--- config.mk ---
export PLATFORM = sky130hd
export DESIGN_NAME = deadline_timer_queue_unit
export DESIGN_NICKNAME = d
export VERILOG_FILES = /design/src/hdl/dtq_pkg.sv /design/src/hdl/dtq_cmp.sv /design/src/hdl/deadline_timer_queue_unit.sv
export SDC_FILE = /design/constraint.sdc
export NUM_CORES = 1
export LEC_CHECK = 0
export BUFFER_PORTS_ARGS = -buffer_cell sky130_fd_sc_hd__buf_2
export CORE_UTILIZATION = 53
export DETAILED_ROUTE_END_ITERATION = 12
export HOLD_SLACK_MARGIN = 0.1
export PLACE_DENSITY = 0.81
export RECOVER_POWER = 50
export SYNTH_ARGS = -nofsm -noshare
export SYNTH_HDL_FRONTEND = slang
export SYNTH_SLANG_ARGS = --single-unit
--- constraint.sdc ---
create_clock -name clk_i -period 9.7 [get_ports clk_i]
set_clock_uncertainty 0.15 [all_clocks]
set_input_delay 0.97 -clock clk_i [delete_from_list [all_inputs] [get_ports clk_i]]
set_output_delay 0.97 -clock clk_i [all_outputs]
set_load 0.02 [all_outputs]
--- src/hdl/dtq_pkg.sv ---
`timescale 1ns / 1ps
// ----------------------------------------------------------------------------
// dtq_pkg: shared definitions of the deadline timer queue
// Field widths, item mode codes and the compare unit result type.
// ----------------------------------------------------------------------------
package dtq_pkg;

  localparam int unsigned TIME_W = 64;
  localparam int unsigned ID_W   = 4;
  localparam int unsigned MODE_W = 2;

  localparam logic [MODE_W-1:0] MODE_START  = 2'd0;
  localparam logic [MODE_W-1:0] MODE_CANCEL = 2'd1;
  localparam logic [MODE_W-1:0] MODE_TICK   = 2'd2;

  // input tdata: timer_id, due_time, current_time, zero pad to whole bytes
  localparam int unsigned IN_DATA_W  = 136;
  localparam int unsigned OUT_DATA_W = 8;

  typedef struct packed {
    logic lt;
    logic eq;
  } cmp_res_t;

endpackage

--- src/hdl/dtq_cmp.sv ---
`timescale 1ns / 1ps
// ----------------------------------------------------------------------------
// dtq_cmp: shared deadline comparator
// Compares a stored deadline against either the tick time or the best
// deadline found so far in the current scan.
// ----------------------------------------------------------------------------
module dtq_cmp (
  input  logic [dtq_pkg::TIME_W-1:0] deadline_i,
  input  logic [dtq_pkg::TIME_W-1:0] now_i,
  input  logic [dtq_pkg::TIME_W-1:0] best_i,
  input  logic                       sel_now_i,
  output dtq_pkg::cmp_res_t          res_o
);

  logic [dtq_pkg::TIME_W-1:0] ref_val;

  assign ref_val   = sel_now_i ? now_i : best_i;
  assign res_o.lt  = (deadline_i < ref_val);
  assign res_o.eq  = (deadline_i == ref_val);

endmodule

--- src/hdl/deadline_timer_queue_unit.sv ---
`timescale 1ns / 1ps
// ----------------------------------------------------------------------------
// deadline_timer_queue_unit: one-shot timer set fired in deadline order
// Start, cancel and tick beats; a tick emits one beat per due timer.
// ----------------------------------------------------------------------------
// A start or cancel beat is applied as it is accepted and the block stays
// ready. A tick walks all NUM_TIMERS deadline slots through one shared
// 64-bit comparator, one slot per cycle out of a registered-read deadline
// memory: a first pass marks the due timers, then each fired timer takes
// another pass to find the smallest due deadline, plus its output beat. The
// block is busy for the whole tick, including any output stall. Ties fire the
// lower timer number first; tlast marks the final firing of the tick.
module deadline_timer_queue_unit #(
  parameter int unsigned NUM_TIMERS = 16
) (
  input  logic                                clk_i,
  input  logic                                rst_ni,
  input  logic                                s_axis_tvalid_i,
  output logic                                s_axis_tready_o,
  // [3:0] timer_id, [67:4] due_time, [131:68] current_time, [135:132] zero
  input  logic [dtq_pkg::IN_DATA_W-1:0]       s_axis_tdata_i,
  // [1:0] mode
  input  logic [dtq_pkg::MODE_W-1:0]          s_axis_tuser_i,
  output logic                                m_axis_tvalid_o,
  input  logic                                m_axis_tready_i,
  // [3:0] fired_timer, [7:4] zero
  output logic [dtq_pkg::OUT_DATA_W-1:0]      m_axis_tdata_o,
  // last_fired
  output logic                                m_axis_tlast_o
);

  localparam int unsigned IW    = (NUM_TIMERS > 1) ? $clog2(NUM_TIMERS) : 1;
  localparam int unsigned CW    = $clog2(NUM_TIMERS + 1);
  localparam logic [IW-1:0] LAST_IDX = IW'(NUM_TIMERS - 1);

  localparam logic [1:0] ST_IDLE = 2'd0;
  localparam logic [1:0] ST_SCAN = 2'd1;
  localparam logic [1:0] ST_OUT  = 2'd2;

  logic [1:0]                   state_q, state_d;
  logic [NUM_TIMERS-1:0]        armed_q, armed_d;
  logic [NUM_TIMERS-1:0]        due_q, due_d;
  logic [CW-1:0]                cnt_q, cnt_d;
  logic                         phase_due_q, phase_due_d;
  logic                         issue_q, issue_d;
  logic [IW-1:0]                idx_q, idx_d;
  logic                         tvld_q;
  logic [IW-1:0]                tag_q;
  logic                         found_q, found_d;
  logic [IW-1:0]                best_idx_q, best_idx_d;
  logic [dtq_pkg::TIME_W-1:0]   best_q, best_d;
  logic [dtq_pkg::TIME_W-1:0]   now_q, now_d;
  logic [dtq_pkg::TIME_W-1:0]   deadline_q [NUM_TIMERS];
  logic [dtq_pkg::TIME_W-1:0]   rd_data_q;

  logic [dtq_pkg::MODE_W-1:0]   in_mode;
  logic [dtq_pkg::ID_W-1:0]     in_id;
  logic [dtq_pkg::TIME_W-1:0]   in_due;
  logic [dtq_pkg::TIME_W-1:0]   in_now;
  logic [IW-1:0]                wid;
  logic                         id_ok;
  logic                         s_fire;
  logic                         m_fire;
  logic                         wr_en;
  dtq_pkg::cmp_res_t            cmp;

  assign in_mode = s_axis_tuser_i;
  assign in_id   = s_axis_tdata_i[3:0];
  assign in_due  = s_axis_tdata_i[67:4];
  assign in_now  = s_axis_tdata_i[131:68];
  assign wid     = IW'(in_id);
  assign id_ok   = (32'(in_id) < NUM_TIMERS);

  assign s_axis_tready_o = (state_q == ST_IDLE);
  assign m_axis_tvalid_o = (state_q == ST_OUT);
  assign m_axis_tdata_o  = dtq_pkg::OUT_DATA_W'(dtq_pkg::ID_W'(best_idx_q));
  assign m_axis_tlast_o  = (cnt_q == CW'(1));

  assign s_fire = s_axis_tvalid_i && s_axis_tready_o;
  assign m_fire = m_axis_tvalid_o && m_axis_tready_i;
  assign wr_en  = s_fire && (in_mode == dtq_pkg::MODE_START) && id_ok;

  dtq_cmp u_cmp (
    .deadline_i (rd_data_q),
    .now_i      (now_q),
    .best_i     (best_q),
    .sel_now_i  (phase_due_q),
    .res_o      (cmp)
  );

  always_ff @(posedge clk_i) begin
    if (wr_en) begin
      deadline_q[wid] <= in_due;
    end
    rd_data_q <= deadline_q[idx_q];
    tag_q     <= idx_q;
  end

  always_comb begin
    state_d     = state_q;
    armed_d     = armed_q;
    due_d       = due_q;
    cnt_d       = cnt_q;
    phase_due_d = phase_due_q;
    issue_d     = issue_q;
    idx_d       = idx_q;
    found_d     = found_q;
    best_idx_d  = best_idx_q;
    best_d      = best_q;
    now_d       = now_q;
    unique case (state_q)
      ST_IDLE: begin
        if (s_fire) begin
          priority if (in_mode == dtq_pkg::MODE_START) begin
            if (id_ok) armed_d[wid] = 1'b1;
          end else if (in_mode == dtq_pkg::MODE_CANCEL) begin
            if (id_ok) armed_d[wid] = 1'b0;
          end else if (in_mode == dtq_pkg::MODE_TICK) begin
            now_d       = in_now;
            state_d     = ST_SCAN;
            phase_due_d = 1'b1;
            issue_d     = 1'b1;
            idx_d       = '0;
            cnt_d       = '0;
            due_d       = '0;
            found_d     = 1'b0;
          end else begin
            state_d = ST_IDLE;
          end
        end
      end
      ST_SCAN: begin
        if (issue_q) begin
          if (idx_q == LAST_IDX) begin
            issue_d = 1'b0;
          end else begin
            idx_d = idx_q + IW'(1);
          end
        end
        if (tvld_q) begin
          if (phase_due_q) begin
            if (armed_q[tag_q] && (cmp.lt || cmp.eq)) begin
              due_d[tag_q] = 1'b1;
              cnt_d        = cnt_q + CW'(1);
            end
          end else if (due_q[tag_q] && (!found_q || cmp.lt)) begin
            found_d    = 1'b1;
            best_d     = rd_data_q;
            best_idx_d = tag_q;
          end
          if (tag_q == LAST_IDX) begin
            if (!phase_due_q) begin
              state_d = ST_OUT;
            end else if (cnt_d == '0) begin
              state_d = ST_IDLE;
            end else begin
              phase_due_d = 1'b0;
              issue_d     = 1'b1;
              idx_d       = '0;
              found_d     = 1'b0;
            end
          end
        end
      end
      ST_OUT: begin
        if (m_fire) begin
          armed_d[best_idx_q] = 1'b0;
          due_d[best_idx_q]   = 1'b0;
          cnt_d               = cnt_q - CW'(1);
          if (cnt_q == CW'(1)) begin
            state_d = ST_IDLE;
          end else begin
            state_d = ST_SCAN;
            issue_d = 1'b1;
            idx_d   = '0;
            found_d = 1'b0;
          end
        end
      end
      default: begin
        state_d = ST_IDLE;
      end
    endcase
  end

  always_ff @(posedge clk_i or negedge rst_ni) begin
    if (!rst_ni) begin
      state_q     <= ST_IDLE;
      armed_q     <= '0;
      due_q       <= '0;
      cnt_q       <= '0;
      phase_due_q <= 1'b0;
      issue_q     <= 1'b0;
      idx_q       <= '0;
      tvld_q      <= 1'b0;
      found_q     <= 1'b0;
    end else begin
      state_q     <= state_d;
      armed_q     <= armed_d;
      due_q       <= due_d;
      cnt_q       <= cnt_d;
      phase_due_q <= phase_due_d;
      issue_q     <= issue_d;
      idx_q       <= idx_d;
      tvld_q      <= issue_q;
      found_q     <= found_d;
    end
  end

  always_ff @(posedge clk_i) begin
    best_q     <= best_d;
    best_idx_q <= best_idx_d;
    now_q      <= now_d;
  end

  a_due_armed: assert property (@(posedge clk_i) disable iff (!rst_ni)
    (due_q & ~armed_q) == '0)
    else $error("due timer not armed");

  a_out_cnt: assert property (@(posedge clk_i) disable iff (!rst_ni)
    m_axis_tvalid_o |-> (cnt_q != '0))
    else $error("output beat with empty due count");

  a_out_due: assert property (@(posedge clk_i) disable iff (!rst_ni)
    m_axis_tvalid_o |-> (armed_q[best_idx_q] && due_q[best_idx_q]))
    else $error("fired timer not due");

  a_fire_disarm: assert property (@(posedge clk_i) disable iff (!rst_ni)
    m_fire |=> !armed_q[$past(best_idx_q)])
    else $error("fired timer still armed");

endmodule

==> impl_metrics.env <==
export IMPL_drt_antenna_violating_nets=0
export IMPL_fin_util_pct=60.24
export IMPL_synthesis_area_um2=49140
export IMPL_min_from="rd_data_q[34]"
export IMPL_synthTopCellsByArea="edfxtp_1 (71%), mux4_2 (15%), dfxtp_1 (2.8%), dfrtp_1 (2.4%), ha_1 (1.8%)"
export IMPL_numCtsBuffers=114
export IMPL_wirelength_mm=116.7
export IMPL_required_ns=9.87
export IMPL_powerDensity_nw_per_um2=247.2
export IMPL_drive_gt1_share_pct=24.64
export IMPL_ys_seq_elements=1271
export IMPL_die_w_um=306.5
export IMPL_end_kind="flop"
export IMPL_start_util_pct=53.53
export IMPL_cts_setup_buffers=0
export IMPL_path_buf_inv=2
export IMPL_max_clock_path_buffers=3
export IMPL_worst_path_stages=11
export IMPL_vdd_ir_drop_max_v=0.0002354
export IMPL_final_common_cell="edfxtp_1"
export IMPL_clk_pin_slew_ns=0.07
export IMPL_clock_latency_ns=0.70
export IMPL_max_freq_ghz=0.1522
export IMPL_io_buffers=144
export IMPL_die_h_um=306.5
export IMPL_via_count=24874
export IMPL_p_leak_nw=17.71
export IMPL_pin_count=153
export IMPL_tightest_slew_ns=4.109
export IMPL_gr_total_overflow=0
export IMPL_dp_hpwl_mm=60.55
export IMPL_timing_final_max_slew_violations=236
export IMPL_cts_tree="yes"
export IMPL_die_area_um2=93940
export IMPL_routedWlPerCell_um=30.21
export IMPL_ys_warn_count=0
export IMPL_synth_edff_count=1156
export IMPL_grt_setup_unrepaired="no"
export IMPL_r2r_start="phase_due_q"
export IMPL_max_stage_delay_ns=0.86
export IMPL_maxCapViolations=6
export IMPL_finalSetupViolCount=0
export IMPL_async_reset_ff_share_pct=3.698
export IMPL_std_cell_rows=111
export IMPL_critical_path_arrival_ns=6.74
export IMPL_cts_sinks=1271
export IMPL_outcome="complete, but fails checks"
export IMPL_yosysSeqAreaShare_pct=75.80
export IMPL_dr_pass1_iters=7
export IMPL_yosysTopAreaCell="edfxtp_1"
export IMPL_critPathMaxFanout=48
export IMPL_synthToLayoutAreaGrowth_pct=12.54
export IMPL_grt_pass1_wl_mm=171.7
export IMPL_setup_tns_ns=0
export IMPL_hold_viol_final=0
export IMPL_hold_class="flop to flop"
export IMPL_violations="capacitance limit, slew limit"
export IMPL_rr_worst_depth=11
export IMPL_crit_type="flop to flop"
export IMPL_finalCritPeriodShare_pct=67.72
export IMPL_yosysUniqueCellTypes=60
export IMPL_grtUsageTotal_pct=25.20
export IMPL_min_period_ns=6.568
export IMPL_cts_hold_buffers=0
export IMPL_layout_common_cells="edfxtp_1 (1156), mux4_2 (329), clkbuf_16 (115), clkbuf_1 (115), ha_1 (72)"
export IMPL_rrSetupSlack_ns=3.13
export IMPL_via_per_inst=6.437
export IMPL_cp_common_cell="buf_4"
export IMPL_gp_routability_congestion=0.8554
export IMPL_grt_max_degree=142
export IMPL_cts_resized=0
export IMPL_crit_path_end="best_q[16]"
export IMPL_cpMaxStageDelayCell="o31ai_1"
export IMPL_cts_root_buffer="clkbuf_16"
export IMPL_drcViolationCount=0
export IMPL_crit_family="compound AO/OA/AOI/OAI gates"
export IMPL_antenna_found_initial=16
export IMPL_synth_avg_cell_area_um2=21.25
export IMPL_drt_initial_drc_count=3436
export IMPL_design_core_area_um2=91800
export IMPL_synthCells=2312
export IMPL_relSlewSlack_pct=-174.0
export IMPL_fin_nets=2718
export IMPL_htree_levels=3
export IMPL_synth_main_ff_cell="edfxtp_1"
export IMPL_r2r_end="best_q[16]"
export IMPL_grt_pass1_vias=25878
export IMPL_cp_start_kind="flop"
export IMPL_path_cells="buf_4, mux2i_1, ha_1, nand4_1, or3_1, a21oi_1, a211o_1, o31ai_1, nand2_1, a21oi_4, buf_4"
export IMPL_synth_top_area_share_pct=70.64
export IMPL_startpoint="phase_due_q"
worst min path at each step:
stage                       to  cells after the start  slack (ns)
floorplan             tag_q[2]                      0        0.20
global placement     best_q[0]                      0        0.27
detailed placement   best_q[0]                      0        0.27
CTS                  now_q[45]                      1        0.27
global route         now_q[58]                      1        0.29
finish              best_q[34]                      0        0.29
synth_stat cells, drive strengths merged (6+ instances only):
| cell | instances |
|---|---|
| inv | 19 |
| ha | 72 |
| a31oi | 20 |
| nor2b | 7 |
| nor3 | 17 |
| or2 | 6 |
| o21a | 10 |
| nand2 | 70 |
| dfrtp | 47 |
| nor4 | 9 |
| nand4 | 18 |
| nand2b | 10 |
| o21ai | 58 |
| dfxtp | 68 |
| buf | 30 |
| nor2 | 61 |
| edfxtp | 1156 |
| a21oi | 69 |
| mux2i | 64 |
| o31ai | 7 |
| mux4 | 329 |
| nand3 | 21 |
| clkbuf | 81 |
flip-flops by register name (all words and copies together), names as in the netlist, named ones only:
register     count
best_idx_q       4
best_q          64
cnt_q            5
deadline_q    1024
due_q           16
found_q          1
idx_q            4
issue_q          1
now_q           64
phase_due_q      1
rd_data_q       64
state_q          2
tag_q            4
tvld_q           1
cell families after synthesis:
family,after synthesis,share of synthesized area (%)
flip-flops,1271,75.80
multiplexers,395,16.44
AND/OR/NAND/NOR,233,2.289
AO/OA/AOI/OAI,210,2.602
buffers and inverters,130,1.029
adder cells (fa/ha/maj),72,1.833
other,1,0.007631
routing by layer:
metal	wire (um)	part of all wire [%]	vias up	track usage (%)
met5	19	0.016	-	0
met4	4172	3.6	4	10.55
met3	10850	9.3	260	4.218
met2	59840	51	1693	42.78
met1	41850	36	12856	32.46
li1	-	-	10061	-
power by group:
part | internal, mW | leakage (nW) | switching, mW
Sequential | 6.24 | 11.6 | 0.260
Clock | 2.70 | 1.91 | 2.00
Combinational | 1.23 | 4.21 | 1.23
cell type report:
cell class	instances	area (um2)
well taps	1243	1555
repair buffers	184	915.9
clock buffers	149	3156
inverters	19	72.57
fillers	6009	36500
multi-input cells	914	11530
diodes	15	37.54
flip-flops and latches	1271	37260
clock inverters	69	775.7
through the flow:
step | cells | hold slack (ns) | setup WS, ns | total power [mW] | area, um2
after floorplan | 2315 | 0.1954 | 2.798 | 8.308 | 49150
after global placement | 3631 | 0.2707 | 3.676 | 8.852 | 51480
after detailed placement | 3631 | 0.2725 | 3.374 | 8.976 | 51480
after CTS | 3849 | 0.2746 | 3.242 | 13.67 | 55410
after global routing | 3858 | 0.2878 | 3.023 | 14.09 | 55290
final | 3864 | 0.2937 | 3.132 | 13.67 | 55300
Note: power is estimated with default switching activity, not from simulation.
